`config.mk`:
```
export PLATFORM = sky130hd
export DESIGN_NAME = ack_nak_link_receiver_core
export DESIGN_NICKNAME = d
export VERILOG_FILES = /design/src/rtl/anlr_pkg.sv /design/src/rtl/anlr_step.sv /design/src/rtl/ack_nak_link_receiver_core.sv
export SDC_FILE = /design/constraint.sdc
export NUM_CORES = 1
export LEC_CHECK = 0
export BUFFER_PORTS_ARGS = -buffer_cell sky130_fd_sc_hd__buf_4
export CORE_ASPECT_RATIO = 1.2
export CORE_MARGIN = 5
export CORE_UTILIZATION = 30
export CTS_BUF_LIST = sky130_fd_sc_hd__clkbuf_4 sky130_fd_sc_hd__clkbuf_8 sky130_fd_sc_hd__clkbuf_16
export DETAILED_ROUTE_END_ITERATION = 6
export GPL_TIMING_DRIVEN = 1
export HOLD_SLACK_MARGIN = 0.03
export PLACE_DENSITY = 0.5
export SYNTH_ARGS = -nofsm -noshare
export SYNTH_HDL_FRONTEND = slang
export SYNTH_SLANG_ARGS = --single-unit
export TNS_END_PERCENT = 5
```
`constraint.sdc`:
```
create_clock -name clk -period 8.6 [get_ports clk]
set_input_delay 2.58 -clock clk [delete_from_list [all_inputs] [get_ports clk]]
set_output_delay 2.58 -clock clk [all_outputs]
set_load 0.02 [all_outputs]
```
`src/rtl/anlr_pkg.sv`:
```
`timescale 1ns / 1ps

package anlr_pkg;

  // Largest frame length accepted in the size byte
  localparam logic [7:0] MAX_FRAME = 8'd128;
  localparam logic [7:0] MIN_SIZE  = 8'd3;

  localparam logic [7:0] CH_ENQ = 8'h05;
  localparam logic [7:0] CH_ACK = 8'h06;
  localparam logic [7:0] CH_NAK = 8'h15;

  localparam logic [1:0] MODE_BYTE   = 2'd0;
  localparam logic [1:0] MODE_TICK   = 2'd1;
  localparam logic [1:0] MODE_TXDONE = 2'd2;

  localparam logic [1:0] RP_NONE = 2'd0;
  localparam logic [1:0] RP_ACK  = 2'd1;
  localparam logic [1:0] RP_NAK  = 2'd2;

  localparam logic [2:0] EV_NONE     = 3'd0;
  localparam logic [2:0] EV_ACKED    = 3'd1;
  localparam logic [2:0] EV_ACCEPTED = 3'd2;
  localparam logic [2:0] EV_RETRY    = 3'd3;
  localparam logic [2:0] EV_GIVEUP   = 3'd4;

  localparam logic [1:0] REG_ACK_TIMEOUT = 2'd0;
  localparam logic [1:0] REG_RX_TIMEOUT  = 2'd1;
  localparam logic [1:0] REG_RETRY       = 2'd2;

  localparam logic [15:0] ACK_TIMEOUT_RST  = 16'd1000;
  localparam logic [15:0] RX_TIMEOUT_RST   = 16'd1000;
  localparam logic [7:0]  RETRY_RELOAD_RST = 8'd25;

  typedef enum logic [2:0] {
    PH_TXWAIT = 3'b001,
    PH_REPLY  = 3'b010,
    PH_RX     = 3'b100
  } phase_t;

  typedef struct packed {
    phase_t      phase;
    logic [7:0]  byte_count;
    logic [7:0]  frame_length;
    logic [7:0]  running_sum;
    logic [15:0] tick_timer;
    logic [7:0]  retry_counter;
  } link_state_t;

  typedef struct packed {
    logic [15:0] ack_timeout_ticks;
    logic [15:0] rx_timeout_ticks;
    logic [7:0]  retry_reload;
  } link_cfg_t;

  typedef struct packed {
    logic [1:0] reply;
    logic [2:0] event_res;
    logic       data_valid;
    logic [7:0] data_byte;
    logic [6:0] data_position;
    logic [7:0] retries_left;
  } link_result_t;

endpackage

```
`src/rtl/anlr_step.sv`:
```
`timescale 1ns / 1ps

module anlr_step (
  input  anlr_pkg::link_state_t  state_i,
  input  anlr_pkg::link_cfg_t    cfg_i,
  input  logic [1:0]             mode_i,
  input  logic [7:0]             rx_byte_i,
  output anlr_pkg::link_state_t  state_o,
  output anlr_pkg::link_result_t result_o
);
  import anlr_pkg::*;

  logic [7:0]  retry_dec;
  logic [2:0]  fail_ev;
  logic        tick_exp;
  logic [15:0] tick_dec;
  logic [7:0]  sum_add;

  // Failure path: decrement, saturating at zero
  assign retry_dec = (state_i.retry_counter != 8'd0) ? state_i.retry_counter - 8'd1 : 8'd0;
  assign fail_ev   = (retry_dec != 8'd0) ? EV_RETRY : EV_GIVEUP;
  assign tick_exp  = (state_i.tick_timer <= 16'd1);
  assign tick_dec  = state_i.tick_timer - 16'd1;
  assign sum_add   = state_i.running_sum + rx_byte_i;

  always_comb begin
    state_o  = state_i;
    result_o = '0;
    case (mode_i)
      MODE_TXDONE: begin
        if (state_i.phase == PH_TXWAIT) begin
          state_o.phase      = PH_REPLY;
          state_o.tick_timer = cfg_i.ack_timeout_ticks;
        end
      end
      MODE_TICK: begin
        if (state_i.phase == PH_REPLY || state_i.phase == PH_RX) begin
          if (tick_exp) begin
            state_o.tick_timer    = 16'd0;
            state_o.phase         = PH_TXWAIT;
            state_o.byte_count    = 8'd0;
            state_o.retry_counter = retry_dec;
            result_o.event_res    = fail_ev;
            // no reply byte while we are the one waiting
            if (state_i.phase == PH_RX) begin
              result_o.reply = RP_NAK;
            end
          end else begin
            state_o.tick_timer = tick_dec;
          end
        end
      end
      MODE_BYTE: begin
        unique case (state_i.phase)
          PH_REPLY: begin
            if (rx_byte_i == CH_ACK) begin
              state_o.phase         = PH_TXWAIT;
              state_o.byte_count    = 8'd0;
              state_o.retry_counter = cfg_i.retry_reload;
              result_o.event_res    = EV_ACKED;
            end else if (rx_byte_i == CH_ENQ) begin
              state_o.phase        = PH_RX;
              state_o.byte_count   = 8'd1;
              state_o.frame_length = 8'd0;
              state_o.running_sum  = 8'd0;
              state_o.tick_timer   = cfg_i.rx_timeout_ticks;
            end else if (rx_byte_i == CH_NAK) begin
              state_o.phase         = PH_TXWAIT;
              state_o.byte_count    = 8'd0;
              state_o.retry_counter = retry_dec;
              result_o.event_res    = fail_ev;
            end
          end
          PH_RX: begin
            if (state_i.byte_count < MIN_SIZE) begin
              result_o.data_valid    = 1'b1;
              result_o.data_byte     = rx_byte_i;
              result_o.data_position = state_i.byte_count[6:0];
              if (state_i.byte_count == 8'd1) begin
                state_o.running_sum = rx_byte_i;
                state_o.byte_count  = 8'd2;
              end else begin
                state_o.running_sum = sum_add;
                state_o.byte_count  = 8'd3;
                if (rx_byte_i < MIN_SIZE || rx_byte_i > MAX_FRAME) begin
                  result_o.reply        = RP_NAK;
                  state_o.phase         = PH_TXWAIT;
                  state_o.byte_count    = 8'd0;
                  state_o.retry_counter = retry_dec;
                  result_o.event_res    = fail_ev;
                end else begin
                  state_o.frame_length = rx_byte_i;
                end
              end
            end else if (state_i.byte_count >= state_i.frame_length) begin
              // checksum byte: not streamed
              state_o.phase      = PH_TXWAIT;
              state_o.byte_count = 8'd0;
              if (rx_byte_i == state_i.running_sum) begin
                result_o.reply        = RP_ACK;
                state_o.retry_counter = cfg_i.retry_reload;
                result_o.event_res    = EV_ACCEPTED;
              end else begin
                result_o.reply        = RP_NAK;
                state_o.retry_counter = retry_dec;
                result_o.event_res    = fail_ev;
              end
            end else begin
              result_o.data_valid    = 1'b1;
              result_o.data_byte     = rx_byte_i;
              result_o.data_position = state_i.byte_count[6:0];
              state_o.running_sum    = sum_add;
              state_o.byte_count     = state_i.byte_count + 8'd1;
            end
          end
          default: ;
        endcase
      end
      default: ;
    endcase
    result_o.retries_left = state_o.retry_counter;
  end

endmodule

```
`src/rtl/ack_nak_link_receiver_core.sv`:
```
`timescale 1ns / 1ps

// Receive side of a stop-and-wait ACK/NAK serial link. Each input item is a
// received byte, a timer tick or an own-transmission-done strobe, and gives
// exactly one result item: the reply byte code to send, an exchange event,
// a streamed frame byte with its position, and the retry count left. Frame
// bytes are streamed as they arrive, so a frame that ends in a NAK reply
// must be discarded downstream. One item is taken every clock cycle while
// in_ready is high; its result sits in the output register from the next
// cycle; in_ready is high while that register is empty or being taken.
// Timeouts and the retry reload are set through APB registers 0x0, 0x4 and
// 0x8. The user must write them only while idle; the block does not check.
module ack_nak_link_receiver_core (
  input  logic        clk,
  input  logic        rst_n,
  input  logic        in_valid,
  output logic        in_ready,
  input  logic [1:0]  in_mode,
  input  logic [7:0]  in_rx_byte,
  output logic        out_valid,
  input  logic        out_ready,
  output logic [1:0]  out_reply,
  output logic [2:0]  out_event_res,
  output logic        out_data_valid,
  output logic [7:0]  out_data_byte,
  output logic [6:0]  out_data_position,
  output logic [7:0]  out_retries_left,
  input  logic        psel,
  input  logic        penable,
  input  logic        pwrite,
  input  logic [3:0]  paddr,
  input  logic [31:0] pwdata,
  output logic [31:0] prdata,
  output logic        pready
);
  import anlr_pkg::*;

  link_cfg_t    cfg_r;
  link_state_t  state_r, state_nxt;
  link_result_t out_r, out_nxt;
  logic         out_valid_r;
  logic         in_fire;
  logic         cfg_wr;
  logic [1:0]   reg_idx;

  assign pready   = 1'b1;
  assign in_ready = !out_valid_r || out_ready;
  assign in_fire  = in_valid && in_ready;
  assign cfg_wr   = psel && penable && pwrite;
  assign reg_idx  = paddr[3:2];

  anlr_step u_step (
    .state_i   (state_r),
    .cfg_i     (cfg_r),
    .mode_i    (in_mode),
    .rx_byte_i (in_rx_byte),
    .state_o   (state_nxt),
    .result_o  (out_nxt)
  );

  always_ff @(posedge clk) begin
    if (!rst_n) begin
      cfg_r.ack_timeout_ticks <= ACK_TIMEOUT_RST;
      cfg_r.rx_timeout_ticks  <= RX_TIMEOUT_RST;
      cfg_r.retry_reload      <= RETRY_RELOAD_RST;
    end else if (cfg_wr) begin
      unique case (reg_idx)
        REG_ACK_TIMEOUT: cfg_r.ack_timeout_ticks <= pwdata[15:0];
        REG_RX_TIMEOUT:  cfg_r.rx_timeout_ticks  <= pwdata[15:0];
        REG_RETRY:       cfg_r.retry_reload      <= pwdata[7:0];
        default: ;
      endcase
    end
  end

  always_comb begin
    unique case (reg_idx)
      REG_ACK_TIMEOUT: prdata = {16'd0, cfg_r.ack_timeout_ticks};
      REG_RX_TIMEOUT:  prdata = {16'd0, cfg_r.rx_timeout_ticks};
      REG_RETRY:       prdata = {24'd0, cfg_r.retry_reload};
      default:         prdata = 32'd0;
    endcase
  end

  always_ff @(posedge clk) begin
    if (!rst_n) begin
      state_r.phase         <= PH_TXWAIT;
      state_r.byte_count    <= 8'd0;
      state_r.frame_length  <= 8'd0;
      state_r.running_sum   <= 8'd0;
      state_r.tick_timer    <= 16'd0;
      state_r.retry_counter <= 8'd0;
      out_valid_r           <= 1'b0;
    end else begin
      if (in_fire) begin
        state_r     <= state_nxt;
        out_valid_r <= 1'b1;
      end else if (out_ready) begin
        out_valid_r <= 1'b0;
      end
    end
  end

  // Result payload: load with each accepted item
  always_ff @(posedge clk) begin
    if (in_fire) begin
      out_r <= out_nxt;
    end
  end

  assign out_valid         = out_valid_r;
  assign out_reply         = out_r.reply;
  assign out_event_res     = out_r.event_res;
  assign out_data_valid    = out_r.data_valid;
  assign out_data_byte     = out_r.data_byte;
  assign out_data_position = out_r.data_position;
  assign out_retries_left  = out_r.retries_left;

endmodule

```
* Word-level counts from Yosys, hierarchy flattened *
Index checks and enable logic that the tools add are counted.

cells by class
  eq/ne operators = 29
  reductions and logical operators = 24
  multiplexer cells = 59
  magnitude comparators = 5
  $add $sub $neg = 4

operators by type and width
  cell                     count
  $mux W8                  18
  $pmux W16 S3             2
  $mux W11                 7
  $mux W16                 4
  $mux W32                 2
  $pmux W27 S2             1
  $pmux W8 S2              3
  $mux W5                  6
  $mux W24                 1
  $mux W21                 1
  $mux W3                  7
  $eq A8 B3 Y1 const B     2
  $le A16 B1 Y1 const B    1
  $lt A8 B2 Y1 const B     2
  $reduce_bool A8 Y1       2
  $sub A16 B1 Y16 const B  1
  $ne A2 B2 Y1 const B     6
  $ne A4 B4 Y1 const B     3
  $reduce_and A6 Y1        2
  $ne A2 B1 Y1 const B     5
  $pmux W5 S2              1
  $reduce_and A10 Y1       1
  $pmux W3 S3              1
  $add A8 B1 Y8 const B    1
  27 further kinds         41

storage, ports and cells
  input bits = 53
  logic and storage cells = 137
  register bits after elaboration = 121
  output and inout bits = 64

* Depth between registers and ports, before layout *
Gate-level depths: netlist of run 1.

  depth after elaboration = 9
  depth in mapped cells = 11
  mapped depth without buffers = 9

* Hierarchy *
From an unflattened synthesis of run 1, not the netlist that was laid out.

second synthesis, totals
  cell total of the unflattened synthesis = 1,095
  area total of the unflattened synthesis = 8,712.1 um^2

modules (own cells, without submodules)
  module                      instances  cells each  area each (um^2)
  ack_nak_link_receiver_core  1          491         4,971.0
  anlr_step                   1          604         3,741.1

* Least setup slack after synthesis of run 1 *
OpenSTA, ideal clock, no wires.

  path kind = input to output
  from = input paddr[2]
  to = output prdata[6]
  arrival = 4,056 ps
  stages on the path = 4
  slack = 1,964 ps
  cells stage by stage = buf_1 buf_1 mux2i_1 o21ai_0

between the ends
  cells in the longest elaborated chain, start to end = 2

ends and longest elaborated chain
  what                                  line                              text
  from (decl)                           ack_nak_link_receiver_core.sv:31  input logic [3:0] paddr,
  $eq A2 B2 Y1 (tied with other cells)  ack_nak_link_receiver_core.sv:77  unique case (reg_idx)
  $pmux W16 S3 *                        ack_nak_link_receiver_core.sv:77
  to (decl)                             ack_nak_link_receiver_core.sv:33  output logic [31:0] prdata,

Every way passes the cells marked *; elsewhere a longest branch is shown, timed or not.

* Final worst setup path of run 1 *
  from = input paddr[3]
  to = output prdata[5]

Same word-level chain as after synthesis.

==> results of run 1 <==
## Yosys cell counts (12+ instances only)
| cell | number | share of area, % |
|---|---|---|
| sky130_fd_sc_hd__xnor2_1 | 14 | 1.6 |
| sky130_fd_sc_hd__dfxtp_1 | 92 | 25 |
| sky130_fd_sc_hd__o21ai_0 | 49 | 3.3 |
| sky130_fd_sc_hd__nand4_1 | 12 | 1.0 |
| sky130_fd_sc_hd__nor3_1 | 16 | 1.1 |
| sky130_fd_sc_hd__clkbuf_1 | 45 | 2.3 |
| sky130_fd_sc_hd__o211ai_1 | 20 | 2.0 |
| sky130_fd_sc_hd__nand2b_1 | 13 | 1.1 |
| sky130_fd_sc_hd__nand2_1 | 132 | 6.6 |
| sky130_fd_sc_hd__and3_1 | 17 | 1.4 |
| sky130_fd_sc_hd__inv_1 | 29 | 1.5 |
| sky130_fd_sc_hd__mux2i_1 | 33 | 4.4 |
| sky130_fd_sc_hd__buf_4 | 20 | 2.0 |
| sky130_fd_sc_hd__nor2_1 | 80 | 4.0 |
| sky130_fd_sc_hd__ha_1 | 21 | 3.5 |
| sky130_fd_sc_hd__nand3_1 | 37 | 2.5 |
| sky130_fd_sc_hd__a21oi_1 | 89 | 5.9 |
| sky130_fd_sc_hd__edfxtp_1 | 29 | 12 |
## layout by cell type, fill, tap and decap left out, types with 4 or more instances in the layout
master / n
sky130_fd_sc_hd__nand2b_1: 13
sky130_fd_sc_hd__nand2_1: 132
sky130_fd_sc_hd__nor3_1: 15
sky130_fd_sc_hd__mux2i_1: 33
sky130_fd_sc_hd__clkbuf_16: 19
sky130_fd_sc_hd__xnor2_1: 14
sky130_fd_sc_hd__dfxtp_1: 92
sky130_fd_sc_hd__o21ai_1: 4
sky130_fd_sc_hd__nor4_1: 6
sky130_fd_sc_hd__nor2b_1: 5
sky130_fd_sc_hd__nor2_1: 80
sky130_fd_sc_hd__o221ai_1: 8
sky130_fd_sc_hd__nand3_1: 37
sky130_fd_sc_hd__a21o_1: 6
sky130_fd_sc_hd__clkbuf_4: 4
sky130_fd_sc_hd__xor2_1: 10
sky130_fd_sc_hd__o2111ai_1: 4
sky130_fd_sc_hd__a21oi_1: 89
sky130_fd_sc_hd__edfxtp_1: 29
sky130_fd_sc_hd__a211oi_1: 5
sky130_fd_sc_hd__nor3b_1: 5
sky130_fd_sc_hd__and3_1: 17
sky130_fd_sc_hd__o21ai_0: 49
sky130_fd_sc_hd__or3b_2: 4
sky130_fd_sc_hd__conb_1: 17
sky130_fd_sc_hd__inv_1: 28
sky130_fd_sc_hd__o211ai_1: 20
sky130_fd_sc_hd__nand4_1: 12
sky130_fd_sc_hd__ha_1: 21
sky130_fd_sc_hd__buf_4: 86
sky130_fd_sc_hd__or3_1: 4
sky130_fd_sc_hd__and2_1: 6
sky130_fd_sc_hd__o22ai_1: 7
sky130_fd_sc_hd__a31oi_1: 9
## layer usage
metal / wire (um) / up-vias / GRT usage [%]
li1: - / 3396 / -
met4: 592 / 0 / 6.254
met5: 0 / - / 0
met1: 10530 / 3235 / 20.58
met2: 11800 / 201 / 29.25
met3: 1091 / 34 / 2.997
## sequential cells by signal, indices dropped and copies added, names as in the netlist
name	cells
out_data_valid	1
state_r	51
out_event_res	3
out_retries_left	8
out_reply	2
cfg_r	40
out_data_position	7
out_data_byte	8
out_valid	1
## report_power, final
part	leakage, nW	total [mW]	switching (mW)	internal [mW]
Sequential	1.04	0.614	0.0152	0.599
Combinational	2.13	0.215	0.138	0.0771
Clock	0.297	0.718	0.261	0.457
Total	3.47	1.55	0.414	1.13
## worst max-delay path: cells and delay by family
kind	cells	cell delay, ns
AND/OR/NAND/NOR	2	0.88
buffers and inverters	2	0.45
AO/OA/AOI/OAI	1	0.16
## cell type report
| type | count | share of cell area [%] |
|---|---|---|
| clock inverters | 6 | 0.6670 |
| well taps | 325 | 4.613 |
| clock buffers | 25 | 6.046 |
| inverters | 30 | 1.277 |
| flip-flops and latches | 121 | 30.77 |
| multi-input cells | 714 | 49.30 |
| repair buffers | 86 | 7.323 |
## cell families (layout without fill, tap and decap cells)
group	count (synthesis)	count (layout)
XOR/XNOR	24	24
flip-flops	121	121
buffers and inverters	106	147
other	2	17
AO/OA/AOI/OAI	248	248
adder cells (fa/ha/maj)	22	22
AND/OR/NAND/NOR	366	366
multiplexers	37	37
## path summary, 6_finish.rpt
path	slack (ns)	cells after the start	end
max	1.92	5	prdata[5]
min	0.47	2	state_r[39]
max reg2reg	5.58	9	state_r[27]
min reg2reg	0.47	2	state_r[39]
==> reports/metrics.sh, run 1 <==
NUMBER_OF_INSTANCES_IN_THE_SYNTHESIZED_NETLIST=926
ROUTED_VIA_DENSITY=5.253
SLEW_VIOLATIONS=0
YS_ASYNC_SR_FRACTION_PCT=0
FLOORPLAN_DIE_AREA_SQ_UM=28250
CRIT_FANOUT=21
LAYOUT.NETS=1045
SETUP_WS_NS=1.923
PLACE_CONGESTION=0.8626
HP-CLASS='reg -> reg'
POST-ROUTE-UTIL_PCT=35.73
WORST_SLEW_PIN_SLEW_NS=1.165
FINALCRITPERIODSHARE_PCT=77.64
FINALNONFILLERCELLS=1307
ROUTE.ANTENNA.REMAINING_NETS=0
TRITONCTS.NUM_BUFFERS=17
OUTCOME='finished, final reports clean'
POST_ROUTE_SKEW_NS=0.01497
CRITPATHARRIVALTIME_NS=4.10
LAYOUT.FILLER_CELLS=2611
ANTENNADIODECOUNT=0
DIE_HEIGHT_UM=183.1
CRITICAL_PATH.STARTPOINT='paddr[3]'
CTSRESIZECOUNT=0
MIN_FROM='state_r[39]'
POSTSYNTHREGISTERBITS=121
LEAK_PWR_nW=3.466
PLACE_WS_NS=1.876
GRT_MAX_DEGREE=57
MAX-CAP-VIOLATIONS=0
DRIVE_ABOVE_1_SHARE_PCT=15.48
SYNTH.YOSYS.SEQ_AREA_SHARE_PCT=36.20
PEAK_VDD_IR_mV=0.1323
DRT_DRC_VIOLATIONS_LEFT=0
TOTALNEGATIVESETUPSLACK_NS=0
NUM_VIAS=6866
CLOCK_SLEW_AT_REPORTED_PATH_FFS_NS=0.06
SYNTH_COMPOUND_AREA_SHARE_PCT=21.51
GLOBAL_ROUTE_TOTAL_OVERFLOW=0
WL_UM=24020
PLACEABLECOREAREA_SQ_UM=24670
DIE_X_UM=154.3
MULTI_INPUT_GATE_AREA_IN_THE_FINAL_LAYOUT_SQ_UM=4347
CRIT_PATH_MAX_INCR_DELAY_NS=0.79
GROUTE.USAGE.OVERALL_PCT=16.75
DETAIL_ROUTE.FIRST_PASS.ITERATIONS=5
FMAXACHIEVABLE_MHz=149.8
BOUNDARYPINS=117
SYNTH_MUX_AREA_SHARE_PCT=5.059
SYN_AVG_CELL_AREA_SQ_UM=8.092
CRITICALPATHCATEGORY='in -> out'
SEQ_AREA_SQ_UM=2713
FIRST_ITER_VIOLATIONS=515
CTS_HOLD_REPAIR.BUFFERS=0
PLACE_AREA_SQ_UM=8224
STARTPOINT_TYPE='input port'
CLK-INSERTION-DELAY-LATE_NS=0.42
CTS_SINKS=121
REG2REG_FROM='state_r[40]'
CRITICAL-PATH-SLOWEST-CELL='sky130_fd_sc_hd__nor2b_1'
POST_SYNTH_NUM_CELL_TYPES=89
SYNTHFLOPTYPE='sky130_fd_sc_hd__dfxtp_1'
FP-ROW-COUNT=63
POST-ROUTE-MIN-PERIOD_NS=6.677
MAX-CLOCK-PATH-BUFFERS=2
POST_SYNTH_XOR_AREA_FRACTION_PCT=2.805
HPWL_UM=16680
MAPPEDNETLISTAREA_SQ_UM=7493
SYNTHADDERAREAFRAC_PCT=3.774
WORST_PATH_MOST_REPEATED_CELL='sky130_fd_sc_hd__buf_4'
CTS_TREE='built'
TIMING.MAX_SLEW.REL_SLACK_PCT=21.89
PLACEMENT.IO_BUFFERS=81
RSZ_0062_RAISED_AFTER_GLOBAL_ROUTING='false'
PLACED_CELLS_INCL_TAPS=1276
WORST-ENDPOINT-REQUIRED_NS=6.02
NUMBER_OF_GLOBAL_ROUTE_VIAS_BEFORE_REPAIR=6839
FINALPOWER_mW=1.548
SYNTH_SIMPLE_GATE_AREA_SHARE_PCT=23.94
ROOT_BUFFER='sky130_fd_sc_hd__clkbuf_16'
WIRE_LENGTH_PER_CELL_AFTER_DETAILED_ROUTING_UM=18.38
INITIAL_ANTENNA_VIOLATION_COUNT=0
YOSYS_WARNINGS=0
FIN_AREA_SQ_UM=8816
AREA_GROWTH_PCT=17.65
FIN_WORST_HOLD_SLACK_NS=0.4679
FINALHOLDVIOLATIONS=0
POWER.DENSITY_nW_PER_UM2=175.5
SYNTH_TOP_FAMILY_BY_AREA='simple AND/OR/NAND/NOR gates'
FIRST_PASS_GRT_WIRE_LENGTH_UM=37380
SETUP.WORST_PATH.END_CLASS='output pin'
SETUP-VIOLATIONS-FINAL=0
POST-CTS-SETUP-BUFFERS=0
PATH_CELLS='buf_4 > nor2b_1 > nand2_1 > o21ai_0 > buf_4'
CTS-HTREE-LEVELS=4
NUMBER_OF_ENABLE_FLIP_FLOP_CELLS_AFTER_SYNTHESIS=29
INITIAL_UTILIZATION_PCT=30.37
Note: power is estimated with default switching activity, not from simulation.
==> run 2, diff against run 1 <==
--- a/config.mk
+++ b/config.mk
@@ -13,7 +13,7 @@
 export DETAILED_ROUTE_END_ITERATION = 6
 export GPL_TIMING_DRIVEN = 1
 export HOLD_SLACK_MARGIN = 0.03
-export PLACE_DENSITY = 0.5
+export PLACE_DENSITY = 0.51
 export SYNTH_ARGS = -nofsm -noshare
 export SYNTH_HDL_FRONTEND = slang
 export SYNTH_SLANG_ARGS = --single-unit
==> constraint.sdc (replaced) <==
create_clock -name clk -period 5.4 [get_ports clk]
set_input_delay 1.62 -clock clk [delete_from_list [all_inputs] [get_ports clk]]
set_output_delay 1.62 -clock clk [all_outputs]
set_load 0.02 [all_outputs]
==> run 2 against run 1 <==
  * Final area shrank 0.20%
  * Count of clock-buffer cells in the layout is 6 lower
  * Core utilization shrank 0.071 points
  * Non-clock buffer count grew 2
  * Final cell count is 0.23% higher
  * Largest cell class unchanged
  * Power up 55%
  * Critical path depth increased by 1
  * Routed wire length fell by 1.5%
  * First-iteration DRC count is 23% lower
==> reports/metrics.sh, run 2 (synthesis gave the netlist of run 1 again) <==
OUTCOME='finished, final reports clean'
SWSHARE_PCT=28.81  # +2.0 points
STARTPOINT_TYPE='input port'
SETUP.WORST_PATH.END_CLASS='output pin'
TIMING.MAX_SLEW.REL_SLACK_PCT=29.34  # +7.5 points
FLOORPLAN_DIE_AREA_SQ_UM=28250  # unchanged
ROUTE.ANTENNA.REMAINING_NETS=0  # unchanged
LAYOUT_TOP_REGISTERS='state_r x51, cfg_r x40'
GRT_MAX_DEGREE=57  # unchanged
CTS_HOLD_REPAIR.BUFFERS=0  # unchanged
POWER.INTERNAL_mW=1.703  # +50%
ROUTED_VIA_DENSITY=5.280  # +0.51%
POST_ROUTE_SKEW_NS=0.01553  # +0.0005594 ns
CRIT_FANOUT=21  # unchanged
FINALCRITPERIODSHARE_PCT=81.30
LAYOUT.FILLER_CELLS=2632  # +0.80%
WL_UM=23650  # -1.5%
CRIT_PATH_MAX_INCR_DELAY_NS=0.25  # -0.54 ns
REG2REG_SLACK_NS=2.38  # -3.20 ns
PLACEMENT.IO_BUFFERS=81  # unchanged
CRITICALPATHCATEGORY='in -> out'
WORST_SLEW_PIN_SLEW_NS=1.058  # -0.1070 ns
INITIAL_ANTENNA_VIOLATION_COUNT=0  # unchanged
WIRE_LENGTH_PER_CELL_AFTER_DETAILED_ROUTING_UM=18.06  # -1.7%
RSZ_0062_RAISED_AFTER_GLOBAL_ROUTING='false'
FP-ROW-COUNT=63  # unchanged
PLACE_CONGESTION=0.9063  # +5.1%
COMBINATIONAL_CELL_FRACTION_OF_TOTAL_POWER_PCT=14.3  # +0.4 points
INITIAL_UTILIZATION_PCT=30.37  # unchanged
LAYOUT.CELLS.MOST_COMMON='sky130_fd_sc_hd__nand2_1'
MAX_FLOP_REGISTER='state_r'
TOTALNEGATIVESETUPSLACK_NS=0  # unchanged
POST-ROUTE-MIN-PERIOD_NS=4.390
DIE_X_UM=154.3  # unchanged
FIRST_ITER_VIOLATIONS=399  # -23%
MAX-CAP-VIOLATIONS=0  # unchanged
BOUNDARYPINS=117  # unchanged
LARGEST_REGISTER_FFS=51  # unchanged
MOSTFREQUENTLAYOUTCELLS='sky130_fd_sc_hd__nand2_1, sky130_fd_sc_hd__dfxtp_1, sky130_fd_sc_hd__a21oi_1, sky130_fd_sc_hd__buf_4, sky130_fd_sc_hd__nor2_1'
PATH_CELLS='buf_4 > nor2b_1 > buf_4 > nand2_1 > o21ai_0 > buf_4'
AREA_GROWTH_PCT=17.42
DRIVE_ABOVE_1_SHARE_PCT=15.84  # +0.36 points
LAYOUT.NETS=1047  # +0.19%
FMAXACHIEVABLE_MHz=227.8
CTSRESIZECOUNT=0  # unchanged
CLK-INSERTION-DELAY-LATE_NS=0.43  # about the same
POWER.DENSITY_nW_PER_UM2=271.9  # +55%
HPWL_UM=16540  # -0.81%
ROOT_BUFFER='sky130_fd_sc_hd__clkbuf_16'
SLEW_VIOLATIONS=0  # unchanged
HP-CLASS='reg -> reg'
FINALHOLDVIOLATIONS=0  # unchanged
SEQ_POWER_SHARE_PCT=40.9  # +1.2 points
CLOCK_SLEW_AT_REPORTED_PATH_FFS_NS=0.06  # about the same
CLOCK_POWER_SHARE_PCT=44.9  # -1.5 points
DETAIL_ROUTE.FIRST_PASS.ITERATIONS=5  # unchanged
PLACEABLECOREAREA_SQ_UM=24670  # unchanged
SETUP-VIOLATIONS-FINAL=0  # unchanged
POST-CTS-SETUP-BUFFERS=0  # unchanged
SEQ_AREA_SQ_UM=2713  # unchanged
CRITPATHARRIVALTIME_NS=2.77  # -1.33 ns
P_SWITCHING_mW=0.6891  # +66%
FIRST_PASS_GRT_WIRE_LENGTH_UM=37510  # +0.35%
ANTENNADIODECOUNT=0  # unchanged
DIE_HEIGHT_UM=183.1  # unchanged
FIN_WORST_HOLD_SLACK_NS=0.4685  # +0.0006580 ns
CTS_TREE='built'
GROUTE.USAGE.OVERALL_PCT=16.65  # -0.098 points
TRITONCTS.NUM_BUFFERS=17  # unchanged
WORST_PATH_MOST_REPEATED_CELL='sky130_fd_sc_hd__buf_4'
WORST-ENDPOINT-REQUIRED_NS=3.78  # -2.24 ns
PEAK_VDD_IR_mV=0.2262  # +71%
NUMBER_OF_GLOBAL_ROUTE_VIAS_BEFORE_REPAIR=6906  # +0.98%
CRITICAL-PATH-SLOWEST-CELL='sky130_fd_sc_hd__nor2b_1'
CTS-HTREE-LEVELS=4  # unchanged
GLOBAL_ROUTE_TOTAL_OVERFLOW=0  # unchanged
DRT_DRC_VIOLATIONS_LEFT=0  # unchanged
NUM_VIAS=6917  # +0.74%
LEAK_PWR_nW=3.449  # -0.50%
MULTI_INPUT_GATE_AREA_IN_THE_FINAL_LAYOUT_SQ_UM=4347  # unchanged
MAX-CLOCK-PATH-BUFFERS=2  # unchanged
CTS_SINKS=121  # unchanged
-- run 2: cell count changes in the layout (fill, tap and decap cells not counted), sizes merged --
cell and change:
clkbuf -6, clkinv +3, clkinvlp +3, buf +2, inv +2, bufinv -1
-- run 2: path summary, 6_finish.rpt --
kind                            depth (start not counted)   startpoint           to
worst max-delay path                                    6     paddr[3]    prdata[5]
worst min-delay path                                    2  state_r[37]  state_r[37]
worst max register to register                          9  state_r[40]  state_r[25]
worst min register to register                          2  state_r[37]  state_r[37]
-- run 2: through the flow --
step | utilization (%) | total power, mW | cells | worst slack [ns] | instance area, sq um
6_report | 35.66 | 2.392 | 1310 | 1.010 | 8798
4_1_cts | 35.66 | 2.419 | 1310 | 1.009 | 8798
2_1_floorplan | - | 1.229 | 941 | 0.6844 | 7550
3_5_place_dp | 33.39 | 1.338 | 1278 | 1.010 | 8239
3_3_place_gp | 33.39 | 1.337 | 1278 | 0.9981 | 8239
5_1_grt | 35.66 | 2.494 | 1310 | 0.9146 | 8798
-- run 2: worst max-delay path, delay by kind of cell --
kind,cells,cell delay [ns]
AO/OA/AOI/OAI,1,0.16
buffers and inverters,3,0.68
AND/OR/NAND/NOR,2,0.31
-- run 2: power by group through the flow --
stage | Combinational, mW | Clock, mW | Sequential (mW)
after global placement | 0.340 | 0 | 0.997
after CTS | 0.342 | 1.10 | 0.978
after global routing | 0.373 | 1.14 | 0.981
after floorplan | 0.226 | 0 | 1.00
final | 0.341 | 1.07 | 0.978
after detailed placement | 0.341 | 0 | 0.997
-- run 2: final cells by class --
cell class,count,area share [%]
clock inverter,13,1.081
tap,325,4.622
timing repair buffer,88,7.509
clock buffer,19,5.276
sequential,121,30.83
inverter,30,1.280
multi-input combinational,714,49.40
-- run 2: per-layer routing --
| metal | global-route usage (%) | routed length, um | vias to the layer above |
|---|---|---|---|
| met4 | 5.936 | 537 | 0 |
| met1 | 20.42 | 10390 | 3298 |
| met3 | 2.879 | 1046 | 33 |
| met5 | 0 | 0 | - |
| li1 | - | - | 3398 |
| met2 | 29.34 | 11680 | 188 |
